[config.mk]
export PLATFORM = sky130hd
export DESIGN_NAME = hsv_to_rgb_core
export DESIGN_NICKNAME = d
export VERILOG_FILES = /design/src/sv/hsv2rgb_pkg.sv /design/src/sv/hsv2rgb_hue.sv /design/src/sv/hsv_to_rgb_core.sv
export SDC_FILE = /design/constraint.sdc
export NUM_CORES = 1
export LEC_CHECK = 0
export BUFFER_PORTS_ARGS = -buffer_cell sky130_fd_sc_hd__buf_2
export CORE_ASPECT_RATIO = 0.5
export CORE_MARGIN = 10
export CORE_UTILIZATION = 33
export DETAILED_ROUTE_END_ITERATION = 12
export GPL_ROUTABILITY_DRIVEN = 0
export GPL_TIMING_DRIVEN = 0
export PLACE_DENSITY = 0.51
export SETUP_SLACK_MARGIN = 0.15
export SYNTH_ARGS = -nofsm -noshare
export SYNTH_HDL_FRONTEND = slang
export SYNTH_SLANG_ARGS = --single-unit
export TNS_END_PERCENT = 20
[constraint.sdc]
create_clock -name aclk -period 13.2 [get_ports aclk]
set_input_delay 1.98 -clock aclk [delete_from_list [all_inputs] [get_ports aclk]]
set_output_delay 1.98 -clock aclk [all_outputs]
set_load 0.02 [all_outputs]
[src/sv/hsv2rgb_pkg.sv]
// Shared constants and types for the HSV to RGB converter.
`timescale 1ns / 1ps

package hsv2rgb_pkg;

    localparam int FRACTION_BITS = 12;
    localparam int UNIT_W        = FRACTION_BITS + 1;       // holds 0..1.0
    localparam int ONE_Q         = 1 << FRACTION_BITS;
    localparam int PROD_W        = 2 * UNIT_W;              // v*s plus rounding
    localparam int HUE_W         = 16;
    localparam int SV_W          = 14;
    localparam int TURN_UNITS    = 5760;                    // 360 deg in 1/16 deg
    localparam int SECTOR_UNITS  = 960;                     // 60 deg in 1/16 deg
    localparam int TURN_OFFSET   = 6 * TURN_UNITS;          // makes any hue positive
    localparam int NUM_TURNS     = 11;                      // max whole turns after offset
    localparam int NUM_SECTORS   = 6;
    localparam int WRAP_W        = 17;
    localparam int HW_W          = 13;
    localparam int POS_W         = 10;
    localparam int CT_W          = UNIT_W + POS_W;
    localparam int RECIP_15      = 34953;                   // ceil(2^19 / 15)
    localparam int RECIP_SHIFT   = 19;
    localparam int IN_TDATA_W    = 48;
    localparam int OUT_TDATA_W   = 40;
    localparam int PIPE_DEPTH    = 6;

    typedef enum logic [2:0] {
        SECT_R_TO_Y = 3'd0,
        SECT_Y_TO_G = 3'd1,
        SECT_G_TO_C = 3'd2,
        SECT_C_TO_B = 3'd3,
        SECT_B_TO_M = 3'd4,
        SECT_M_TO_R = 3'd5
    } sector_t;

endpackage

[src/sv/hsv2rgb_hue.sv]
// Hue path: wraps the hue into one turn, finds the sector and the ramp position.
`timescale 1ns / 1ps

module hsv2rgb_hue
    import hsv2rgb_pkg::*;
(
    input  logic                    aclk,
    input  logic                    advance,
    input  logic signed [HUE_W-1:0] hue,
    output sector_t                 sector,
    output logic [POS_W-1:0]        ramp
);

    logic [WRAP_W-1:0] shifted;
    logic [WRAP_W-1:0] unwrapped;
    logic [WRAP_W-1:0] turn_off;
    logic [HW_W-1:0]   wrapped_next;
    logic [HW_W-1:0]   wrapped_reg;

    logic [HW_W-1:0]   sect_off;
    sector_t           sect_next;
    logic [POS_W-1:0]  pos_next;
    sector_t           sect_reg;
    logic [POS_W-1:0]  pos_reg;

    logic              odd_sector;
    logic [POS_W-1:0]  ramp_next;
    sector_t           sect_out_reg;
    logic [POS_W-1:0]  ramp_reg;

    // stage 1: true modulus by parallel compares against whole turns
    always_comb begin
        // offset hue is always positive and below 2^WRAP_W
        shifted   = {hue[HUE_W-1], hue} + WRAP_W'(TURN_OFFSET);
        unwrapped = shifted;
        turn_off  = '0;
        for (int k = 1; k <= NUM_TURNS; k++) begin
            if (unwrapped >= WRAP_W'(k * TURN_UNITS)) begin
                turn_off = WRAP_W'(k * TURN_UNITS);
            end
        end
        wrapped_next = HW_W'(unwrapped - turn_off);
    end

    // stage 2: sector index and offset inside the sector
    always_comb begin
        sect_next = SECT_R_TO_Y;
        sect_off  = '0;
        for (int k = 1; k < NUM_SECTORS; k++) begin
            if (wrapped_reg >= HW_W'(k * SECTOR_UNITS)) begin
                sect_next = sector_t'(3'(k));
                sect_off  = HW_W'(k * SECTOR_UNITS);
            end
        end
        pos_next = POS_W'(wrapped_reg - sect_off);
    end

    // stage 3: falling ramp in odd sectors
    assign odd_sector = (sect_reg == SECT_Y_TO_G) || (sect_reg == SECT_C_TO_B) ||
                        (sect_reg == SECT_M_TO_R);
    assign ramp_next  = odd_sector ? POS_W'(SECTOR_UNITS) - pos_reg : pos_reg;

    always_ff @(posedge aclk) begin
        if (advance) begin
            wrapped_reg  <= wrapped_next;
            sect_reg     <= sect_next;
            pos_reg      <= pos_next;
            sect_out_reg <= sect_reg;
            ramp_reg     <= ramp_next;
        end
    end

    assign sector = sect_out_reg;
    assign ramp   = ramp_reg;

endmodule

[src/sv/hsv_to_rgb_core.sv]
// HSV to RGB pixel converter, six-stage pipeline.
// Throughput: one pixel per cycle; the whole pipe holds while m_tready is low
// and m_tvalid is set, and s_tready follows that stall.
// Reset clears the stage valid bits only; data registers are not reset.
`timescale 1ns / 1ps

module hsv_to_rgb_core
    import hsv2rgb_pkg::*;
(
    input  logic                   aclk,
    input  logic                   aresetn,
    input  logic                   s_tvalid,
    output logic                   s_tready,
    input  logic [IN_TDATA_W-1:0]  s_tdata,   // hue[15:0], saturation[29:16], value[43:30]
    output logic                   m_tvalid,
    input  logic                   m_tready,
    output logic [OUT_TDATA_W-1:0] m_tdata    // red[12:0], green[25:13], blue[38:26]
);

    logic                    advance;
    logic [PIPE_DEPTH-1:0]   vld_reg;
    logic [PIPE_DEPTH-1:0]   vld_next;

    logic signed [HUE_W-1:0] hue;
    logic signed [SV_W-1:0]  saturation;
    logic signed [SV_W-1:0]  value;

    logic [UNIT_W-1:0]       sat_next;
    logic [UNIT_W-1:0]       val_next;
    logic [UNIT_W-1:0]       sat1_reg;
    logic [UNIT_W-1:0]       val1_reg;

    logic [PROD_W-1:0]       prod2_reg;
    logic [UNIT_W-1:0]       val2_reg;

    logic [PROD_W-1:0]       round3;
    logic [UNIT_W-1:0]       chroma3_reg;
    logic [UNIT_W-1:0]       val3_reg;

    sector_t                 sector3;
    logic [POS_W-1:0]        ramp3;

    logic [CT_W-1:0]         ct4_reg;
    logic [UNIT_W-1:0]       chroma4_reg;
    logic [UNIT_W-1:0]       offs4_reg;
    sector_t                 sect4_reg;

    logic [CT_W-1:0]         ct_round;
    logic [CT_W-7:0]         ct_div64;
    logic [31:0]             recip_prod;
    logic [UNIT_W-1:0]       second5_reg;
    logic [UNIT_W-1:0]       chroma5_reg;
    logic [UNIT_W-1:0]       offs5_reg;
    sector_t                 sect5_reg;

    logic [UNIT_W-1:0]       red_next;
    logic [UNIT_W-1:0]       green_next;
    logic [UNIT_W-1:0]       blue_next;
    logic [UNIT_W-1:0]       red_reg;
    logic [UNIT_W-1:0]       green_reg;
    logic [UNIT_W-1:0]       blue_reg;

    assign advance  = m_tready || !vld_reg[PIPE_DEPTH-1];
    assign s_tready = advance;
    assign vld_next = {vld_reg[PIPE_DEPTH-2:0], s_tvalid};

    always_ff @(posedge aclk) begin
        if (!aresetn) begin
            vld_reg <= '0;
        end else if (advance) begin
            vld_reg <= vld_next;
        end
    end

    assign hue        = signed'(s_tdata[15:0]);
    assign saturation = signed'(s_tdata[29:16]);
    assign value      = signed'(s_tdata[43:30]);

    function automatic logic [UNIT_W-1:0] clamp_unit(input logic signed [SV_W-1:0] a);
        logic [UNIT_W-1:0] res;
        if (a[SV_W-1]) begin
            res = '0;
        end else if (a > SV_W'(ONE_Q)) begin
            res = UNIT_W'(ONE_Q);
        end else begin
            res = UNIT_W'(a);
        end
        return res;
    endfunction

    assign sat_next = clamp_unit(saturation);
    assign val_next = clamp_unit(value);

    hsv2rgb_hue u_hue (
        .aclk    (aclk),
        .advance (advance),
        .hue     (hue),
        .sector  (sector3),
        .ramp    (ramp3)
    );

    // chroma rounds half up
    assign round3 = prod2_reg + PROD_W'(ONE_Q / 2);

    // x = round(c*t / 960): >>6 then /15 by reciprocal, exact for this range
    assign ct_round   = ct4_reg + CT_W'(SECTOR_UNITS / 2);
    assign ct_div64   = ct_round[CT_W-1:6];
    assign recip_prod = 32'(ct_div64) * 32'(RECIP_15);

    always_comb begin
        red_next   = '0;
        green_next = '0;
        blue_next  = '0;
        unique case (sect5_reg)
            SECT_R_TO_Y: begin
                red_next   = chroma5_reg;
                green_next = second5_reg;
            end
            SECT_Y_TO_G: begin
                red_next   = second5_reg;
                green_next = chroma5_reg;
            end
            SECT_G_TO_C: begin
                green_next = chroma5_reg;
                blue_next  = second5_reg;
            end
            SECT_C_TO_B: begin
                green_next = second5_reg;
                blue_next  = chroma5_reg;
            end
            SECT_B_TO_M: begin
                red_next   = second5_reg;
                blue_next  = chroma5_reg;
            end
            SECT_M_TO_R: begin
                red_next   = chroma5_reg;
                blue_next  = second5_reg;
            end
            default: begin
                red_next   = '0;
                green_next = '0;
                blue_next  = '0;
            end
        endcase
    end

    always_ff @(posedge aclk) begin
        if (advance) begin
            sat1_reg    <= sat_next;
            val1_reg    <= val_next;

            prod2_reg   <= PROD_W'(sat1_reg) * PROD_W'(val1_reg);
            val2_reg    <= val1_reg;

            chroma3_reg <= round3[FRACTION_BITS +: UNIT_W];
            val3_reg    <= val2_reg;

            ct4_reg     <= CT_W'(chroma3_reg) * CT_W'(ramp3);
            chroma4_reg <= chroma3_reg;
            offs4_reg   <= val3_reg - chroma3_reg;
            sect4_reg   <= sector3;

            second5_reg <= recip_prod[RECIP_SHIFT +: UNIT_W];
            chroma5_reg <= chroma4_reg;
            offs5_reg   <= offs4_reg;
            sect5_reg   <= sect4_reg;

            red_reg     <= red_next + offs5_reg;
            green_reg   <= green_next + offs5_reg;
            blue_reg    <= blue_next + offs5_reg;
        end
    end

    assign m_tvalid = vld_reg[PIPE_DEPTH-1];
    assign m_tdata  = {1'b0, blue_reg, green_reg, red_reg};

endmodule

==> results.sh <==
export IMPL_ys_seq_area_share_pct=31.7
export IMPL_drt_first_iter_violations=981
export IMPL_tritoncts="yes"
export IMPL_start_util_pct=33.3
export IMPL_worstSetupPathType="flop to flop"
export IMPL_fin_setup_tns_ns=0
export IMPL_final_area_mm2=0.0262
export IMPL_io_buffers=87
export IMPL_p_leak_uw=0.0126
export IMPL_vdd_ir_drop_max_mv=0.182
export IMPL_top_level_ports=94
export IMPL_nets=2976
export IMPL_cp_max_fo=10
export IMPL_place_area_mm2=0.0253
export IMPL_diodes=0
export IMPL_cp_slowest_cell="edfxtp_1"
export IMPL_powerDensity_mw_per_mm2=229
export IMPL_slowest_delay_ns=0.56
export IMPL_fin_crit_ns=6.52
export IMPL_final_cell_mix="inv_1, nand2_1, ha_1"
export IMPL_utilization_pct=36.9
export IMPL_sw_frac_of_total_pct=44.8
export IMPL_viasPerCell=4.65
export IMPL_cts_root_buffer="clkbuf_16"
export IMPL_ctsResizeCount=0
export IMPL_drive_gt1_share_pct=6.17
export IMPL_drt_pass1_iter_count=6
export IMPL_htree_levels=1
export IMPL_p_sw_uw=2690
export IMPL_synth_warnings=0
export IMPL_status="finished clean"
export IMPL_design_core_area_mm2=0.0711
export IMPL_synth_edf_count=246
export IMPL_async_flop_share_pct=0
export IMPL_clk_pin_slew_ns=0.07
export IMPL_overflow=0
export IMPL_finalHoldViolCount=0
export IMPL_fin_skew_ns=0.0185
export IMPL_cp_required_ns=13.50
export IMPL_worstMarginPinSlew_ns=0.877
export IMPL_internal_power_uw=3320
export IMPL_cts_buffers_inserted=26
export IMPL_drc=0
export IMPL_placed_cells=3342
export IMPL_grt_pass1_wl_mm=86.4
export IMPL_setup_viol=0
export IMPL_fmax_ghz=0.153
export IMPL_fp_dieH_um=209
export IMPL_syn_mean_instance_area_um2=10.3
export IMPL_slew_viol_final=0
export IMPL_die_w_um=399
export IMPL_power_frac_comb_pct=63.0
export IMPL_ys_ff_latch=252
export IMPL_slew_headroom_pct=41.5
export IMPL_fin_cells=3390
export IMPL_antenna_found_initial=0
export IMPL_crit_chain="clkbuf_1, nand2_1, fa_1, inv_1, fa_1, fa_1, inv_1, fa_1, inv_1, fa_1, ha_1, a21oi_1, o21ai_0, a31oi_1, nand4_1, a211oi_1, o21ai_0, a31oi_1, o21bai_1, xnor2_1"
export IMPL_via_count=15800
export IMPL_clock_path_buffers=3
export IMPL_final_antenna_net_count=0
export IMPL_cp_end_kind="flop"
export IMPL_pwr_share_clk_pct=12.8
export IMPL_routedWlPerCell_um=15.4
export IMPL_grt_pass1_vias=16400
export IMPL_die_area_mm2=0.0835
export IMPL_p_seq_share_pct=24.2
export IMPL_cp_common_cell="fa_1"
export IMPL_clock_latency_ns=0.57
export IMPL_grt_max_degree=125
export IMPL_cts_sinks=252
export IMPL_hp_class="flop to flop"
export IMPL_area_growth_syn_to_layout_pct=10.8
export IMPL_routed_wl_mm=52.3
export IMPL_yosys_most_used_dff="edfxtp_1"
export IMPL_largest_reg_flops=18
export IMPL_maxCapViolations=0
export IMPL_synthDistinctLibCells=69
export IMPL_synthesis_area_mm2=0.0237
export IMPL_final_common_cell="inv_1"
export IMPL_cts_hold_fix_buffers=0
export IMPL_grt_usage_pct=12.6
export IMPL_num_rows=69
export IMPL_hpwl_mm=42.4
export IMPL_cp_start_kind="flop"
export IMPL_rsz0062_at_grt="no"
export IMPL_post_cts_buffers=0
export IMPL_syn_nets=2860
export IMPL_critical_path_arrival_ns=6.82
export IMPL_finalCritPeriodShare_pct=49.4
export IMPL_syn_inst=2296
==> synth_stat cells (15+ instances only) <==
master | n | area (um^2)
clkbuf_1 | 62 | 233
a21o_1 | 18 | 135
nand2_1 | 298 | 1120
mux2i_1 | 32 | 320
o21ai_0 | 47 | 235
ha_1 | 280 | 3500
nor2_1 | 89 | 334
fa_1 | 232 | 4640
a21oi_1 | 83 | 415
xnor2_1 | 97 | 850
and2_1 | 135 | 845
nor3_1 | 26 | 130
nor2b_1 | 26 | 163
and3_1 | 15 | 93.8
inv_1 | 367 | 1380
xor2_1 | 43 | 377
nand3_1 | 28 | 140
edfxtp_1 | 246 | 7390
==> cell families (layout without fill, tap and decap cells) <==
family | after synthesis | count (layout) | share of synthesized area, %
AO/OA/AOI/OAI | 247 | 247 | 6.58
XOR/XNOR | 142 | 142 | 5.32
other | 1 | 1 | 0.0158
buffers and inverters | 434 | 570 | 6.90
AND/OR/NAND/NOR | 675 | 675 | 13.7
adder cells (fa/ha/maj) | 512 | 512 | 34.4
flip-flops | 252 | 252 | 31.7
multiplexers | 33 | 33 | 1.40
==> worst paths after layout <==
| check | endpoint | slack [ns] | from | cells past startpoint |
|---|---|---|---|---|
| setup reg to reg | prod2_reg[24] | 6.68 | val1_reg[2] | 20 |
| setup / recovery | prod2_reg[24] | 6.68 | val1_reg[2] | 20 |
| hold / removal | sect4_reg[2] | 0.41 | u_hue.sector[2] | 0 |
| hold reg to reg | sect4_reg[2] | 0.41 | u_hue.sector[2] | 0 |
==> per-layer routing <==
layer | share of wire (%) | vias up | global-route usage, %
li1 | - | 7787 | -
met2 | 45 | 265 | 20.6
met4 | 1.7 | 0 | 2.28
met5 | 0 | - | 0
met1 | 48 | 7651 | 17.7
met3 | 4.5 | 56 | 2.09
==> cell type report <==
cell class	instances	area (um^2)
clock inverters	14	171
well taps	958	1200
plain buffers	67	256
fillers	7116	44800
inverters	367	1390
multi-input cells	1610	14500
repair buffers	88	463
clock buffers	34	722
flip-flops and latches	252	7510
==> power groups by stage <==
stage	Sequential (uW)	Combinational (uW)	Clock (uW)
2_1_floorplan	1480	2830	0
3_3_place_gp	1470	3780	0
3_5_place_dp	1470	3820	0
4_1_cts	1460	3860	799
5_1_grt	1480	4480	830
6_report	1460	3790	770
==> stage by stage <==
| step | hold WS (ns) | total power (uW) | worst slack [ns] |
|---|---|---|---|
| final | 0.411 | 6010 | 6.68 |
| after global routing | 0.425 | 6800 | 6.24 |
| after detailed placement | 0.405 | 5300 | 6.66 |
| after floorplan | 0.400 | 4310 | 4.13 |
| after global placement | 0.400 | 5250 | 1.23 |
| after CTS | 0.417 | 6120 | 6.64 |
==> critical path: cells and delay by family, from the launching register on <==
family	cells	cell delay [ns]
adders and majority gates	6	2.87
AOI/OAI and AO/OA	7	1.66
buffers and inverters	4	0.62
DFF	1	0.56
and+or+nand+nor	2	0.40
xor gates and xnor gates	1	0.14
(Power assumes the default switching activity.)
